<file path="src/gre_header_validator_macros.svh">
// Assertion helpers for the GRE header validator.
`ifndef GRE_HEADER_VALIDATOR_MACROS_SVH
`define GRE_HEADER_VALIDATOR_MACROS_SVH

// Same-cycle implication, checked out of reset.
`define GRE_ASSERT_IMP(label, clk, rstn, ante, cons) \
    label: assert property (@(posedge clk) disable iff (!(rstn)) (ante) |-> (cons)) \
        else $error("gre header validator: same-cycle check failed");

// Next-cycle implication, checked out of reset.
`define GRE_ASSERT_NEXT(label, clk, rstn, ante, cons) \
    label: assert property (@(posedge clk) disable iff (!(rstn)) (ante) |=> (cons)) \
        else $error("gre header validator: next-cycle check failed");

`endif

</file>
<file path="src/grehv_pkg.sv">
`default_nettype none

package grehv_pkg;

    // Longest packet counted; bytes past this are ignored.
    localparam int unsigned MAX_PACKET_BYTES = 65535;
    localparam logic [15:0] MAX_POS = 16'(MAX_PACKET_BYTES);

    // Protocol type codes
    localparam logic [15:0] PROTO_IPV4   = 16'h0800;
    localparam logic [15:0] PROTO_PPP    = 16'h880B;
    localparam logic [15:0] PROTO_IPV6   = 16'h86DD;
    localparam logic [15:0] PROTO_VLAN   = 16'h8100;
    localparam logic [15:0] PROTO_ERSPAN = 16'h88BE;
    localparam logic [15:0] PROTO_ETH    = 16'h6558;

    // Version field values
    localparam logic [2:0] GRE_V0 = 3'd0;
    localparam logic [2:0] GRE_V1 = 3'd1;

    // Verdict status; ST_TUNNEL also stands for "no early error"
    typedef enum logic [3:0] {
        ST_TUNNEL        = 4'd0,
        ST_TOO_SMALL     = 4'd1,
        ST_V0_RECUR      = 4'd2,
        ST_V0_FLAGS      = 4'd3,
        ST_V0_HDR_BIG    = 4'd4,
        ST_V0_BAD_SRE    = 4'd5,
        ST_V1_CHECKSUM   = 4'd6,
        ST_V1_ROUTE      = 4'd7,
        ST_V1_SSR        = 4'd8,
        ST_V1_RECUR      = 4'd9,
        ST_V1_FLAGS      = 4'd10,
        ST_V1_WRONG_PROTO= 4'd11,
        ST_V1_NO_KEY     = 4'd12,
        ST_V1_HDR_BIG    = 4'd13,
        ST_WRONG_VER     = 4'd14,
        ST_NO_TUNNEL     = 4'd15
    } status_t;

    typedef enum logic [2:0] {
        KIND_NONE      = 3'd0,
        KIND_IPV4      = 3'd1,
        KIND_PPP       = 3'd2,
        KIND_IPV6      = 3'd3,
        KIND_VLAN      = 3'd4,
        KIND_ERSPAN_I  = 3'd5,
        KIND_ERSPAN_II = 3'd6,
        KIND_ETH       = 3'd7
    } kind_t;

    // Per-packet parse state
    typedef struct packed {
        logic [15:0] pos;
        logic [7:0]  flags;
        logic [7:0]  verb;
        logic [15:0] proto;
        logic [15:0] pplen;
        logic [16:0] need;
        logic [16:0] sstart;
        logic [15:0] sfam;
        logic        done;
        status_t     err;
    } hs_t;

    localparam hs_t HS_RESET = '{
        pos: 16'd0, flags: 8'd0, verb: 8'd0, proto: 16'd0, pplen: 16'd0,
        need: 17'd4, sstart: 17'd0, sfam: 16'd0, done: 1'b0, err: ST_TUNNEL
    };

    typedef struct packed {
        status_t     status;
        kind_t       kind;
        logic [15:0] hlen;
        logic [15:0] plen;
    } verdict_t;

endpackage

`default_nettype wire

</file>
<file path="src/grehv_verdict.sv">
`default_nettype none

module grehv_verdict import grehv_pkg::*; (
    input  hs_t      hs,
    output verdict_t vd
);

    logic [15:0] len;
    logic [2:0]  ver;
    logic [16:0] hlen;
    logic [15:0] plen_raw;
    status_t     st;
    kind_t       kind;

    assign len = hs.pos;
    assign ver = hs.verb[2:0];
    assign plen_raw = len - hs.need[15:0];

    // Pick the verdict in priority order
    always_comb begin
        st   = ST_TUNNEL;
        kind = KIND_NONE;
        hlen = 17'd4;
        priority if (len < 16'd4) begin
            st = ST_TOO_SMALL;
        end else if (hs.err != ST_TUNNEL) begin
            st = hs.err;
        end else if (hs.need > {1'b0, len} && !(ver == GRE_V0 && hs.done)) begin
            hlen = hs.need;
            st   = (ver == GRE_V0) ? ST_V0_HDR_BIG : ST_V1_HDR_BIG;
        end else if (ver == GRE_V0 && hs.flags[6] && !hs.done) begin
            hlen = hs.sstart;
            st   = ST_V0_BAD_SRE;
        end else begin
            hlen = hs.need;
            // Map protocol type to inner kind
            unique case (hs.proto)
                PROTO_IPV4: kind = KIND_IPV4;
                PROTO_PPP: begin
                    if (ver == GRE_V1 && hs.pplen == 16'd0) begin
                        st = ST_NO_TUNNEL;
                    end else begin
                        kind = KIND_PPP;
                    end
                end
                PROTO_IPV6: kind = KIND_IPV6;
                PROTO_VLAN: kind = KIND_VLAN;
                PROTO_ERSPAN: kind = hs.flags[4] ? KIND_ERSPAN_II : KIND_ERSPAN_I;
                PROTO_ETH: kind = KIND_ETH;
                default: st = ST_NO_TUNNEL;
            endcase
        end
    end

    // Saturate header length, gate payload length on a tunnel verdict
    always_comb begin
        vd.status = st;
        vd.kind   = kind;
        vd.hlen   = hlen[16] ? 16'hFFFF : hlen[15:0];
        vd.plen   = (st == ST_TUNNEL) ? plen_raw : 16'd0;
    end

endmodule

`default_nettype wire

</file>
<file path="src/gre_header_validator.sv">
// GRE header validator.
// Input: one packet byte per beat on s_data_byte, s_last_byte high on the
// final beat of a packet, under s_valid/s_ready. Output: one verdict beat per
// packet (m_status, m_tunnel_kind, m_header_length, m_payload_length,
// m_gre_version, m_protocol_type) under m_valid/m_ready.
// Throughput: one byte per cycle unless a final byte stalls (see Stall), packets
// back to back with no gap. Each beat lands in an input register, then
// combinational parse logic updates the per-packet state; on the last byte the
// verdict is formed in the same cycle and loaded into the output register.
// Path: the last byte is held in the input register, then its verdict is loaded
// into the output register, which drives m_valid until m_ready takes it.
// Stall: while a verdict waits on m_ready, non-final bytes keep flowing; a
// final byte holds in the input register until the output register frees,
// and s_ready drops only then.
// Reset (aresetn low, synchronous): both registers empty, parse state back to
// start of packet. Bytes past 65535 in one packet are counted as not there.
`default_nettype none

`include "gre_header_validator_macros.svh"

module gre_header_validator import grehv_pkg::*; (
    input  wire logic        aclk,
    input  wire logic        aresetn,
    input  wire logic        s_valid,
    output logic             s_ready,
    input  wire logic [7:0]  s_data_byte,
    input  wire logic        s_last_byte,
    output logic             m_valid,
    input  wire logic        m_ready,
    output logic [3:0]       m_status,
    output logic [2:0]       m_tunnel_kind,
    output logic [15:0]      m_header_length,
    output logic [15:0]      m_payload_length,
    output logic [2:0]       m_gre_version,
    output logic [15:0]      m_protocol_type
);

    logic        in_valid_reg, in_valid_next;
    logic [7:0]  in_data_reg;
    logic        in_last_reg;
    logic        m_valid_reg, m_valid_next;
    logic        out_free, in_adv, emit;
    hs_t         hs_reg, hs_next, hs_upd;
    verdict_t    vd;
    status_t     status_reg;
    kind_t       kind_reg;
    logic [15:0] hlen_reg, plen_reg, proto_reg;
    logic [2:0]  ver_reg;

    logic        take;
    logic [7:0]  b;
    logic [1:0]  opt_cnt;
    logic [16:0] sre_off;

    // Handshake between stages
    assign out_free = !m_valid_reg || m_ready;
    assign in_adv   = in_valid_reg && (!in_last_reg || out_free);
    assign emit     = in_adv && in_last_reg;
    assign s_ready  = !in_valid_reg || in_adv;

    assign in_valid_next = (s_valid && s_ready) ? 1'b1 : (in_adv ? 1'b0 : in_valid_reg);
    assign m_valid_next  = emit ? 1'b1 : (m_ready ? 1'b0 : m_valid_reg);

    // Input register
    always_ff @(posedge aclk) begin
        if (!aresetn) begin
            in_valid_reg <= 1'b0;
        end else begin
            in_valid_reg <= in_valid_next;
        end
        if (s_valid && s_ready) begin
            in_data_reg <= s_data_byte;
            in_last_reg <= s_last_byte;
        end
    end

    assign take    = hs_reg.pos != MAX_POS;
    assign b       = in_data_reg;
    assign opt_cnt = {1'b0, hs_reg.flags[5]} + {1'b0, hs_reg.flags[4]}
                   + {1'b0, hs_reg.flags[7] | hs_reg.flags[6]};
    assign sre_off = {1'b0, hs_reg.pos} - hs_reg.sstart;

    // Fold the current byte into the parse state
    always_comb begin
        hs_upd = hs_reg;
        if (take) begin
            hs_upd.pos = hs_reg.pos + 16'd1;
            priority if (hs_reg.pos == 16'd0) begin
                hs_upd.flags = b;
            end else if (hs_reg.pos == 16'd1) begin
                hs_upd.verb = b;
                hs_upd.err  = ST_TUNNEL;
                if (b[2:0] == GRE_V0) begin
                    if (hs_reg.flags[2:0] != 3'd0) begin
                        hs_upd.err = ST_V0_RECUR;
                    end else if (b[6:3] != 4'd0) begin
                        hs_upd.err = ST_V0_FLAGS;
                    end
                    hs_upd.need   = 17'd4 + {13'd0, opt_cnt, 2'b00};
                    hs_upd.sstart = 17'd4 + {13'd0, opt_cnt, 2'b00};
                end else if (b[2:0] == GRE_V1) begin
                    priority if (hs_reg.flags[7]) begin
                        hs_upd.err = ST_V1_CHECKSUM;
                    end else if (hs_reg.flags[6]) begin
                        hs_upd.err = ST_V1_ROUTE;
                    end else if (hs_reg.flags[3]) begin
                        hs_upd.err = ST_V1_SSR;
                    end else if (hs_reg.flags[2:0] != 3'd0) begin
                        hs_upd.err = ST_V1_RECUR;
                    end else if (b[6:3] != 4'd0) begin
                        hs_upd.err = ST_V1_FLAGS;
                    end else begin
                        hs_upd.err = ST_TUNNEL;
                    end
                    hs_upd.need = 17'd8 + {14'd0, hs_reg.flags[4], 2'b00}
                                + {14'd0, b[7], 2'b00};
                end else begin
                    hs_upd.err  = ST_WRONG_VER;
                    hs_upd.need = 17'd4;
                end
            end else if (hs_reg.pos == 16'd2) begin
                hs_upd.proto = {b, 8'h00};
            end else if (hs_reg.pos == 16'd3) begin
                hs_upd.proto = {hs_reg.proto[15:8], b};
                if (hs_reg.err == ST_TUNNEL && hs_reg.verb[2:0] == GRE_V1) begin
                    if ({hs_reg.proto[15:8], b} != PROTO_PPP) begin
                        hs_upd.err = ST_V1_WRONG_PROTO;
                    end else if (!hs_reg.flags[5]) begin
                        hs_upd.err = ST_V1_NO_KEY;
                    end
                end
            end else begin
                if (hs_reg.pos == 16'd4) begin
                    hs_upd.pplen = {b, 8'h00};
                end else if (hs_reg.pos == 16'd5) begin
                    hs_upd.pplen = {hs_reg.pplen[15:8], b};
                end
                // Walk SRE entries of a version 0 routed header
                if (hs_reg.verb[2:0] == GRE_V0 && hs_reg.flags[6]
                    && hs_reg.err == ST_TUNNEL && !hs_reg.done
                    && {1'b0, hs_reg.pos} >= hs_reg.sstart) begin
                    if (sre_off == 17'd0) begin
                        hs_upd.sfam = {b, 8'h00};
                    end else if (sre_off == 17'd1) begin
                        hs_upd.sfam = {hs_reg.sfam[15:8], b};
                    end else if (sre_off == 17'd3) begin
                        if (hs_reg.sfam == 16'd0 && b == 8'd0) begin
                            hs_upd.done = 1'b1;
                            hs_upd.need = hs_reg.sstart + 17'd4;
                        end else begin
                            hs_upd.sstart = hs_reg.sstart + 17'd4 + {9'd0, b};
                        end
                    end
                end
            end
        end
    end

    grehv_verdict u_verdict (
        .hs (hs_upd),
        .vd (vd)
    );

    // Clear state at end of packet
    assign hs_next = in_last_reg ? HS_RESET : hs_upd;

    always_ff @(posedge aclk) begin
        if (!aresetn) begin
            hs_reg <= HS_RESET;
        end else if (in_adv) begin
            hs_reg <= hs_next;
        end
    end

    // Output register
    always_ff @(posedge aclk) begin
        if (!aresetn) begin
            m_valid_reg <= 1'b0;
        end else begin
            m_valid_reg <= m_valid_next;
        end
        if (emit) begin
            status_reg <= vd.status;
            kind_reg   <= vd.kind;
            hlen_reg   <= vd.hlen;
            plen_reg   <= vd.plen;
            ver_reg    <= hs_upd.verb[2:0];
            proto_reg  <= hs_upd.proto;
        end
    end

    assign m_valid          = m_valid_reg;
    assign m_status         = 4'(status_reg);
    assign m_tunnel_kind    = 3'(kind_reg);
    assign m_header_length  = hlen_reg;
    assign m_payload_length = plen_reg;
    assign m_gre_version    = ver_reg;
    assign m_protocol_type  = proto_reg;

    // Checks
    `GRE_ASSERT_IMP(a_kind_only_on_tunnel, aclk, aresetn, m_valid_reg && status_reg != ST_TUNNEL, kind_reg == KIND_NONE)
    `GRE_ASSERT_IMP(a_plen_only_on_tunnel, aclk, aresetn, m_valid_reg && status_reg != ST_TUNNEL, plen_reg == 16'd0)
    `GRE_ASSERT_IMP(a_short_hlen, aclk, aresetn, m_valid_reg && status_reg == ST_TOO_SMALL, hlen_reg == 16'd4)
    `GRE_ASSERT_NEXT(a_clear_after_last, aclk, aresetn, emit, hs_reg.pos == 16'd0 && m_valid_reg)

endmodule

`default_nettype wire
</file>
<file path="config.mk">
export PLATFORM = sky130hd
export DESIGN_NAME = gre_header_validator
export DESIGN_NICKNAME = d
export VERILOG_FILES = /design/src/grehv_pkg.sv /design/src/grehv_verdict.sv /design/src/gre_header_validator.sv
export VERILOG_INCLUDE_DIRS = /design/src /design/src/src
export SDC_FILE = /design/constraint.sdc
export NUM_CORES = 1
export LEC_CHECK = 0
export CAP_MARGIN = 20
export CORE_MARGIN = 10
export CORE_UTILIZATION = 41
export DETAILED_ROUTE_END_ITERATION = 8
export DONT_BUFFER_PORTS = 1
export SKIP_CTS_REPAIR_TIMING = 1
export SYNTH_ARGS = -nofsm -noshare
export SYNTH_HDL_FRONTEND = slang
export SYNTH_HIERARCHICAL = 1
export SYNTH_SLANG_ARGS = --single-unit
</file>
<file path="constraint.sdc">
create_clock -name aclk -period 12.98 [get_ports aclk]
set_clock_uncertainty 0.05 [all_clocks]
set_input_delay 2.596 -clock aclk [delete_from_list [all_inputs] [get_ports aclk]]
set_output_delay 2.596 -clock aclk [all_outputs]
set_load 0.005 [all_outputs]
</file>
==> impl_metrics.ini <==
[run_status]
outcome = finished clean

[timing]
slew_headroom = 0.256
tightest_slew_ps = 1110
fin_crit_sh = 0.518
slew_violations = 0
hold_violations = 0
fin_setup_tns_ps = 0
setup_viol = 0
fin_crit_ps = 6730
fmax_ghz = 0.149
rsz0062_at_grt = false

[routing]
wl_per_cell_microns = 21.1
drc_errors = 0
final_antenna_net_count = 0
num_vias = 11188
drtIter0Drc = 978
routed_via_density = 6.14
wl_met1_microns = 17400
wl_met3_microns = 2370
topRoutingLayerUsed = met4
routed_wirelength_microns = 38600
dr_wl_met2_microns = 17800
first_pass_iters = 9

[worst_setup_path]
required_ps = 13150
worstPathCellList = inv_1, ha_1, fa_1, and2b_1, o211ai_4, a2111oi_4, nor3_1, o221ai_1, nor4_1, a21oi_1, nor2_1, o21ai_0, inv_1, ha_1, a21oi_1, o21ai_2, a2111oi_4, a2bb2oi_2, o21ai_4, nor4_1
critical_path_class = reg2reg
worstPathArrival_ps = 6900
worstRegToRegCells = 20
max_stage_delay_ps = 720
crit_slowest_cell = a21oi_1
reg2reg_to = m_payload_length[3]$_DFFE_PP_
crit_fanout = 18
path_delay_family = compound AO/OA/AOI/OAI gates
r2r_start = hs_reg[103]$_SDFFE_PN0P_
path_buf_inv = 2
r2r_slack_ps = 6250
endpoint_kind = flip-flop
startpoint_type = flip-flop

[synth]
syn_area_sq_um = 12600
synth_cells = 1445
ys_warn_count = 6
syn_nets = 1525
avgSynthCellArea_sq_um = 8.69

[clock_tree]
cts_buffers = 17
insertion_delay_ps = 450
clockRootBuffer = clkbuf_16
cts_tree = built
h-tree-depth = 4
clock_sinks = 183
path_clk_slew_ps = 80
clockBufferDepth = 2

[min_path]
min_to = hs_reg[52]$_SDFFE_PN0P_
hold_path_class = reg2reg
hold_path_depth = 2
hp-start = hs_reg[52]$_SDFFE_PN0P_

[layout]
multi_input_area_sq_um = 7580
final_nets = 1494
syn_to_final_growth_pct = 7.63
n_antenna_cell = 0
largest_reg_flops = 114
drive_gt1_frac = 0.0904
fill_cells = 3007
design_area_sq_um = 13500
seqCellArea_sq_um = 4330

[placed_design]
placed_area_sq_um = 12900
io_buffers = 0
dp_hpwl_microns = 28200
gp_congestion = 0.944

[floorplan]
die_area_sq_um = 38000
initial_utilization = 0.412
io_pins = 73
die-width_microns = 195
die_y_microns = 195
core_sq_um = 30400
rows = 64

[global_route]
grtUsageTotal = 0.195
antenna_found_initial = 0
grt_max_degree = 74
first_global_vias = 10552
grt_pass1_wl_microns = 60200
overflow = 0

[power_and_ir_drop]
leakage_nw = 4.81
peakVddDrop_mv = 0.0791
powerDensity_nw_per_um2 = 91.0

[flow_run]
cap_violations = 0
where the power goes:
group	leakage (nW)	switching, mW	total, mW	internal (mW)
Combinational	2.99	0.0655	0.0997	0.0341
Sequential	1.55	0.00988	0.610	0.600
Clock	0.273	0.251	0.520	0.269
Total	4.81	0.327	1.23	0.903
worst max-delay path by stage:
stage,from,end,cells past startpoint
after floorplan,m_ready,s_ready,2
after global placement,hs_reg[103]$_SDFFE_PN0P_,m_header_length[2]$_DFFE_PP_,20
after detailed placement,hs_reg[103]$_SDFFE_PN0P_,m_header_length[2]$_DFFE_PP_,20
after CTS,hs_reg[103]$_SDFFE_PN0P_,m_header_length[2]$_DFFE_PP_,20
after global routing,hs_reg[103]$_SDFFE_PN0P_,m_payload_length[3]$_DFFE_PP_,21
final,hs_reg[103]$_SDFFE_PN0P_,m_payload_length[3]$_DFFE_PP_,20
metal layers:
layer / global-route usage / vias up
met1: 0.255 / 5465
met5: 0 / -
met4: 0.0633 / 0
met2: 0.317 / 388
li1: - / 5279
met3: 0.0375 / 56
cell usage in the layout (no fill, tap or decap), types with 8 or more instances in the layout:
master / count
nand2b_1: 12
nor3_1: 50
nor4_1: 29
buf_4: 19
nand4_1: 16
a21oi_1: 63
a211oi_1: 23
a31oi_1: 12
o21ai_0: 74
a22oi_1: 62
and3_1: 17
xor2_1: 17
a22o_1: 38
ha_1: 63
clkbuf_16: 17
a21o_1: 9
xnor2_1: 30
inv_1: 98
o21a_1: 18
mux2i_1: 19
nor2_1: 100
and2_1: 8
nand3_1: 49
nor2b_1: 78
edfxtp_1: 67
or2_2: 8
o211ai_1: 9
nor4b_1: 8
nor3_2: 10
o22ai_1: 20
nand2_1: 90
dfxtp_1: 116
mux2_2: 21
worst register-to-register path: stages, from the launching register on:
cell       delay [ps]
dfxtp_1           480
inv_1             160
ha_1              220
fa_1              390
and2b_1           300
o211ai_4          140
a2111oi_4         400
nor3_1            130
o221ai_1          220
nor4_1            130
a21oi_1           720
nor2_1            290
o21ai_0           480
inv_1             170
ha_1              370
a21oi_1           210
o21ai_2           100
a2111oi_4         480
a2bb2oi_2         360
o21ai_4           240
nor4_1            460
cell type report:
cell class              instances  share of cell area
multi-input cells            1093               0.561
well taps                     396              0.0367
clock inverters                15              0.0107
inverters                      99              0.0275
flip-flops and latches        183               0.321
clock buffers                  17              0.0315
repair buffers                 20              0.0117
through the flow:
stage	util	std cells	power [mW]	worst slack (ps)	hold WS, ps
2_1_floorplan	-	1445	0.692	7430	396
3_3_place_gp	0.425	1789	0.719	6410	405
3_5_place_dp	0.425	1789	0.720	6240	410
4_1_cts	0.443	1821	1.23	6220	421
5_1_grt	0.444	1823	1.27	5780	439
6_report	0.444	1823	1.23	6250	421
Note: power is estimated with default switching activity, not from simulation.
